==> config.mk <==
export PLATFORM = sky130hd
export DESIGN_NAME = bounded_list_with_positional_insert
export DESIGN_NICKNAME = d
export VERILOG_FILES = /design/src/rtl/core/blpi_pkg.sv /design/src/rtl/core/blpi_cell.sv /design/src/rtl/core/blpi_outq.sv /design/src/rtl/core/bounded_list_with_positional_insert.sv
export VERILOG_INCLUDE_DIRS = /design/src /design/src/rtl/core
export SDC_FILE = /design/constraint.sdc
export NUM_CORES = 1
export LEC_CHECK = 0
export BUFFER_PORTS_ARGS = -buffer_cell sky130_fd_sc_hd__buf_2
export CAP_MARGIN = 20
export CORE_MARGIN = 5
export CORE_UTILIZATION = 35
export DETAILED_ROUTE_END_ITERATION = 8
export PLACE_DENSITY_LB_ADDON = 0.08
export SETUP_SLACK_MARGIN = 0.15
export SYNTH_ARGS = -nofsm -noshare
export SYNTH_HDL_FRONTEND = slang
export SYNTH_SLANG_ARGS = --single-unit
==> constraint.sdc <==
create_clock -name clk -period 6.3 [get_ports clk]
set_clock_uncertainty 0.05 [all_clocks]
set_input_delay 0.63 -clock clk [delete_from_list [all_inputs] [get_ports clk]]
set_output_delay 0.63 -clock clk [all_outputs]
set_load 0.02 [all_outputs]
==> src/rtl/core/assert_macros.svh <==
// Assertion macros shared by the list RTL
`ifndef ASSERT_MACROS_SVH
`define ASSERT_MACROS_SVH

// Next-cycle implication, checked on clk, quiet during rst
`define BLPI_ASSERT_NEXT(lbl, ante, cons, msg) \
  lbl: assert property (@(posedge clk) disable iff (rst) (ante) |=> (cons)) \
    else $error(msg);

// Condition that must never hold, checked on clk, quiet during rst
`define BLPI_ASSERT_NEVER(lbl, cond, msg) \
  lbl: assert property (@(posedge clk) disable iff (rst) !(cond)) \
    else $error(msg);

`endif

==> src/rtl/core/blpi_pkg.sv <==
// Package: shared types and constants of the bounded list
`timescale 1ns / 1ps
package blpi_pkg;

  localparam int CAPACITY_DEF = 16;
  localparam int VAL_W        = 32;
  localparam int POS_W        = 8;
  localparam int KIND_W       = 3;
  localparam int STAT_W       = 2;
  localparam int IN_DW        = 40;

  typedef enum logic [KIND_W-1:0] {
    K_ADD_FRONT = 3'd0,
    K_ADD_BACK  = 3'd1,
    K_INSERT    = 3'd2,
    K_REM_FRONT = 3'd3,
    K_REM_BACK  = 3'd4
  } kind_t;

  typedef enum logic [STAT_W-1:0] {
    ST_OK    = 2'd0,
    ST_EMPTY = 2'd1,
    ST_FULL  = 2'd2
  } status_t;

  // Broadcast to every cell: open a gap at the index, or close the gap there
  typedef struct packed {
    logic ins;
    logic rem;
  } cmd_t;

endpackage

==> src/rtl/core/blpi_cell.sv <==
// One storage cell of the list row
`timescale 1ns / 1ps
module blpi_cell
  import blpi_pkg::*;
#(
  parameter int IDX = 0,
  parameter int AW  = 4
) (
  input  logic             clk,
  input  cmd_t             cmd,
  input  logic [AW-1:0]    at,
  input  logic [VAL_W-1:0] val,
  input  logic [VAL_W-1:0] left_q,
  input  logic [VAL_W-1:0] right_q,
  output logic [VAL_W-1:0] q
);

  localparam logic [AW-1:0] MY_IDX = AW'(IDX);

  // load at the gap, take the front neighbour behind it, or close a gap
  always_ff @(posedge clk) begin
    priority if (cmd.ins && at == MY_IDX) begin
      q <= val;
    end else if (cmd.ins && at < MY_IDX) begin
      q <= left_q;
    end else if (cmd.rem && at <= MY_IDX) begin
      q <= right_q;
    end else begin
      // hold
      q <= q;
    end
  end

endmodule

==> src/rtl/core/blpi_outq.sv <==
// Two-slot output register with skid slot
`timescale 1ns / 1ps
module blpi_outq
  import blpi_pkg::*;
#(
  parameter int W = 8
) (
  input  logic         clk,
  input  logic         rst,
  input  logic         in_valid,
  output logic         in_ready,
  input  logic [W-1:0] in_data,
  output logic         out_valid,
  input  logic         out_ready,
  output logic [W-1:0] out_data
);

  logic         skid_valid;
  logic [W-1:0] skid_data;
  logic         push;
  logic         pop;

  assign in_ready = !skid_valid;
  assign push     = in_valid && in_ready;
  assign pop      = out_valid && out_ready;

  always_ff @(posedge clk) begin
    if (rst) begin
      out_valid  <= 1'b0;
      skid_valid <= 1'b0;
    end else if (skid_valid) begin
      if (pop) begin
        skid_valid <= 1'b0;
      end
    end else if (push) begin
      if (out_valid && !pop) begin
        skid_valid <= 1'b1;
      end else begin
        out_valid <= 1'b1;
      end
    end else if (pop) begin
      out_valid <= 1'b0;
    end
  end

  // payload moves with the valid bits above
  always_ff @(posedge clk) begin
    if (skid_valid) begin
      if (pop) begin
        out_data <= skid_data;
      end
    end else if (push) begin
      if (out_valid && !pop) begin
        skid_data <= in_data;
      end else begin
        out_data <= in_data;
      end
    end
  end

endmodule

==> src/rtl/core/bounded_list_with_positional_insert.sv <==
// Top level: bounded ordered list with front/back/positional add and remove
// The result of an item is registered in the output queue when the item is accepted.
// Throughput: one item per cycle while s_tready is high; cells load, shift or hold at once.
// A two-slot output queue keeps s_tready high while one result waits downstream.
// Reset (rst, synchronous): empties the list and the output queue; cell contents stay.
`timescale 1ns / 1ps
`include "assert_macros.svh"
module bounded_list_with_positional_insert
  import blpi_pkg::*;
#(
  parameter  int CAPACITY = CAPACITY_DEF,
  localparam int CW       = $clog2(CAPACITY + 1),
  localparam int ODW      = ((VAL_W + CW + 7) / 8) * 8
) (
  input  logic              clk,
  input  logic              rst,
  input  logic              s_tvalid,
  output logic              s_tready,
  input  logic [IN_DW-1:0]  s_tdata,   // position [7:0], value [39:8]
  input  logic [KIND_W-1:0] s_tuser,   // kind [2:0]
  output logic              m_tvalid,
  input  logic              m_tready,
  output logic [ODW-1:0]    m_tdata,   // removed_value [31:0], length_after above, zero pad
  output logic [STAT_W-1:0] m_tuser    // status [1:0]
);

  localparam int AW   = (CAPACITY > 1) ? $clog2(CAPACITY) : 1;
  localparam int CMPW = (CW > POS_W) ? CW : POS_W;
  localparam int QW   = STAT_W + ODW;

  logic [CW-1:0]    count;
  logic [CW-1:0]    count_next;
  logic [VAL_W-1:0] ent [CAPACITY];

  logic              accept;
  kind_t             kind;
  logic [POS_W-1:0]  pos;
  logic [VAL_W-1:0]  val;
  logic              full;
  logic              empty;
  cmd_t              cmd;
  logic [CW-1:0]     at_full;
  logic [AW-1:0]     at;
  logic [AW-1:0]     back_idx;
  logic [VAL_W-1:0]  removed;
  status_t           status;
  logic              q_ready;
  logic [QW-1:0]     q_out;

  assign accept   = s_tvalid && s_tready;
  assign s_tready = q_ready;
  assign kind     = kind_t'(s_tuser);
  assign pos      = s_tdata[POS_W-1:0];
  assign val      = s_tdata[POS_W +: VAL_W];
  assign full     = (count == CW'(CAPACITY));
  assign empty    = (count == '0);
  assign back_idx = AW'(count - 1'b1);
  assign at       = at_full[AW-1:0];

  // Decode the item: where the gap opens or closes, and what the result says.
  // Dropped adds and removes from an empty list leave the row untouched.
  always_comb begin
    cmd        = '0;
    at_full    = '0;
    removed    = '0;
    status     = ST_OK;
    count_next = count;
    unique case (kind)
      K_ADD_FRONT, K_ADD_BACK, K_INSERT: begin
        if (full) begin
          status = ST_FULL;
        end else begin
          cmd.ins    = 1'b1;
          count_next = count + 1'b1;
          if (kind == K_ADD_FRONT) begin
            at_full = '0;
          end else if (kind == K_ADD_BACK ||
                       CMPW'(pos) >= CMPW'(count)) begin
            // append where the position reaches or passes the length
            at_full = count;
          end else begin
            at_full = CW'(pos);
          end
        end
      end
      K_REM_FRONT, K_REM_BACK: begin
        if (empty) begin
          status  = ST_EMPTY;
          removed = '1;
        end else begin
          cmd.rem    = 1'b1;
          count_next = count - 1'b1;
          if (kind == K_REM_FRONT) begin
            at_full = '0;
            removed = ent[0];
          end else begin
            at_full = CW'(back_idx);
            removed = ent[back_idx];
          end
        end
      end
      default: begin
        // unused kind codes: report the length, change nothing
      end
    endcase
  end

  always_ff @(posedge clk) begin
    if (rst) begin
      count <= '0;
    end else if (accept) begin
      count <= count_next;
    end
  end

  // Cell 0 is the front. Its left input is val; the last cell's right input is its own q.
  for (genvar i = 0; i < CAPACITY; i++) begin : g_cell
    logic [VAL_W-1:0] left_q;
    logic [VAL_W-1:0] right_q;
    cmd_t             cell_cmd;

    if (i == 0) begin : g_first
      assign left_q = val;
    end else begin : g_mid_l
      assign left_q = ent[i-1];
    end
    if (i == CAPACITY - 1) begin : g_last
      assign right_q = ent[i];
    end else begin : g_mid_r
      assign right_q = ent[i+1];
    end

    // only an accepted item moves the row
    assign cell_cmd.ins = cmd.ins && accept;
    assign cell_cmd.rem = cmd.rem && accept;

    blpi_cell #(
      .IDX (i),
      .AW  (AW)
    ) u_cell (
      .clk     (clk),
      .cmd     (cell_cmd),
      .at      (at),
      .val     (val),
      .left_q  (left_q),
      .right_q (right_q),
      .q       (ent[i])
    );
  end

  // Result register with a skid slot behind it
  blpi_outq #(
    .W (QW)
  ) u_outq (
    .clk       (clk),
    .rst       (rst),
    .in_valid  (s_tvalid),
    .in_ready  (q_ready),
    .in_data   ({status, ODW'({count_next, removed})}),
    .out_valid (m_tvalid),
    .out_ready (m_tready),
    .out_data  (q_out)
  );

  assign m_tdata = q_out[ODW-1:0];
  assign m_tuser = q_out[QW-1 -: STAT_W];

  `BLPI_ASSERT_NEVER(a_count_in_range, count > CW'(CAPACITY), "length beyond capacity")
  `BLPI_ASSERT_NEXT(a_full_add_drops,
    accept && full && (s_tuser == K_ADD_FRONT || s_tuser == K_ADD_BACK ||
    s_tuser == K_INSERT), full, "add to a full list changed the length")
  `BLPI_ASSERT_NEXT(a_remove_shrinks,
    accept && !empty && (s_tuser == K_REM_FRONT || s_tuser == K_REM_BACK),
    count == $past(count) - 1'b1, "remove did not shrink the list by one")

endmodule
==> results.md <==
* Clk sink count at 597
* Detailed placement HPWL at 76.6 mm
* Final GP Congestion at 0.802
* Drc violations at 0
* Worst-Margin Slew at 1140 ps
* Fill cell count at 9126
* Ant. Diodes at 0
* Placed Cells at 3808
* Crit path required time at 6570 ps
* Unrepaired setup endpoints after global routing: no
* # resized after CTS at 0
* Arrival @ worst endpoint at 5470 ps
* Pre-antenna DRT Iters at 5
* Post-Synthesis Cells at 2648
* Die W at 322 um
* Worst-path clk slew at 60 ps
* CTS buffer count at 74
* Maximum VDD drop at 0.186 mV
* Clk_lat worst skew at 640 ps
* Initial core utilization at 35.3%
* CTS tree: yes
* Final period utilization at 82.5%
* Seq cells post-synth at 597
* Worst-path fanout max at 40
* CTS H-tree depth at 3
* P per Cell Area at 310 nW/um^2
* Area grow syn2layout at 12.7%
* Initial antenna violation count at 4
* Synthesized area at 34100 um^2
* Worst setup SP type: register
* First-pass GRT wire length at 179 mm
* Post-route ant nets at 0
* Post-synth EDFFs at 590
* Layout cells sized above 1 at 20.4%
* Max-cap viol count at 0
* Synthesis warning total at 0
* Post-synth top area share at 51.9%
* Ys async rst share at 0%
* Post-synth top area cell: edfxtp_1
* Synth top area cells: edfxtp_1, mux2i_1, mux4_2
* Routed wire length at 126 mm
* Height of the die at 322 um
* Syn_area_per_cell at 12.9 um^2
* Worst slew margin at 23.8%
* Die footprint at 104000 um^2
* Count of final setup violators at 0
* Drt initial violations at 2846
* Critical path class: register to register
* # Post-CTS Setup Buffers at 0
* WL/cell at 31.9 um
* GRT Total Usage at 23.5%
* Hold buffers post-CTS at 0
* Most common cell after layout, fill and taps aside: edfxtp_1
* I/O pin count at 91
* Fmax at 192 MHz
* Vias at 24750
* Vias in the first global route at 24240
* Final nets at 2663
* Synth unique cells at 72
* Grt ovf at 0
* Most used flip-flop cell after synthesis: edfxtp_1
* Non-Filler Instances at 3944
* Most frequent cells in the layout: edfxtp_1, mux2i_1, o21ai_0, mux4_2, a21oi_1
* Fin. Hold Viols at 0
* IO buf count at 87
* Via/cell ratio at 6.28
* Largest net degree at the start of global routing at 98
* # rows at 114
* Final min period at 5200 ps
* Clk buf depth at 3
* P_leak at 13.7 nW
* Core footprint at 96700 um^2
* Max Slew Vio Count at 0
* Fin Setup TNS at 0 ps
* Outcome: completed
* Clock Root Buffer: clkbuf_16
* Crit. End Element: register
* Worst Hold Class: input pin to register
* Seq/Total Area, Yosys at 52.4%
## metrics by stage
stage / area, um^2 / hold WS [ps] / setup WS (ps) / power, mW / util, %
floorplan: 34100 / 437 / 978 / 6.70 / -
global placement: 35900 / 444 / 1240 / 7.69 / 37.2
detailed placement: 36100 / 455 / 1110 / 7.74 / 37.3
CTS: 38400 / 109 / 1110 / 12.0 / 39.7
global route: 38400 / 133 / 867 / 12.4 / 39.8
finish: 38400 / 155 / 1100 / 11.9 / 39.8
## Yosys cell counts (all sizes together), types with 4 or more instances
cell type and number:
a211oi 5, a21oi 116, a221o 33, a22oi 34, a2bb2oi 64, a31oi 68
and2 34, buf 103, clkbuf 184, dfxtp 7, edfxtp 590, ha 7
inv 47, mux2 68, mux2i 384, mux4 160, nand2 93, nand2b 4
nand3 41, nor2 114, nor3 74, o2111ai 5, o211a 4, o211ai 7
o21ai 231, o221ai 36, o22ai 66, o31ai 33, or2 4, xnor2 6
## critical path: stages, from the launching register on
cell and delay [ps]:
dfxtp_4 430, inv_1 180, ha_4 230, or4b_2 1030
and3_1 420, nand2_1 150, o211ai_2 410, or3_1 750
nor2_4 910, buf_12 270
## final cells by class
cell class              instances  area, um^2  share of cell area (%)
clock buffers                  95        1990                    5.19
well taps                    1276        1600                    4.15
repair buffers                170        1240                    3.24
flip-flops and latches        597       17900                    46.5
multi-input cells            1719       15200                    39.6
clock inverters                40         352                   0.915
inverters                      47         179                   0.465
## cell families (layout without fill, tap and decap cells)
logic type	after synthesis	after routing	share of synthesized area [%]
AO/OA/AOI/OAI	712	712	13.8
multiplexers	612	612	24.1
flip-flops	597	597	52.4
AND/OR/NAND/NOR	378	378	5.17
buffers and inverters	334	352	4.18
adder cells (fa/ha/maj)	7	7	0.257
XOR/XNOR	7	7	0.180
other	1	3	0.0110
## routing by layer
metal  share of wire [%]  global-route usage, %  routed length (um)  up-vias
li1                    -                      -                   -    10508
met1                  43                   33.2               53900    12823
met2                  45                   36.0               56300     1223
met3                 9.6                   6.48               12100      196
met4                 2.8                   6.12                3520        0
met5                   0                      0                   0        -
## flip-flops by register name (all words and copies together), names as in the netlist
name,cells
u_outq.out_data,39
count,5
u_outq.skid_data,39
u_outq.out_valid,1
u_outq.skid_valid,1
g_cell.u_cell.q,512
## final timing paths
kind / start / to / slack, ps / cells past startpoint
min reg2reg: u_outq.skid_data[32] / u_outq.out_data[32] / 470 / 2
max reg2reg: count[0] / g_cell[5].u_cell.q[19] / 1100 / 9
min: m_tready / u_outq.skid_valid / 160 / 2
max: count[0] / g_cell[5].u_cell.q[19] / 1100 / 9
## where the power goes
group	leakage, nW	total (mW)	switching, mW	internal, mW
sequential	5.55	5.07	0.227	4.84
combinational	7.03	2.61	1.60	1.02
clock	1.15	4.25	1.80	2.45
total	13.7	11.9	3.63	8.31
(Power assumes the default switching activity.)
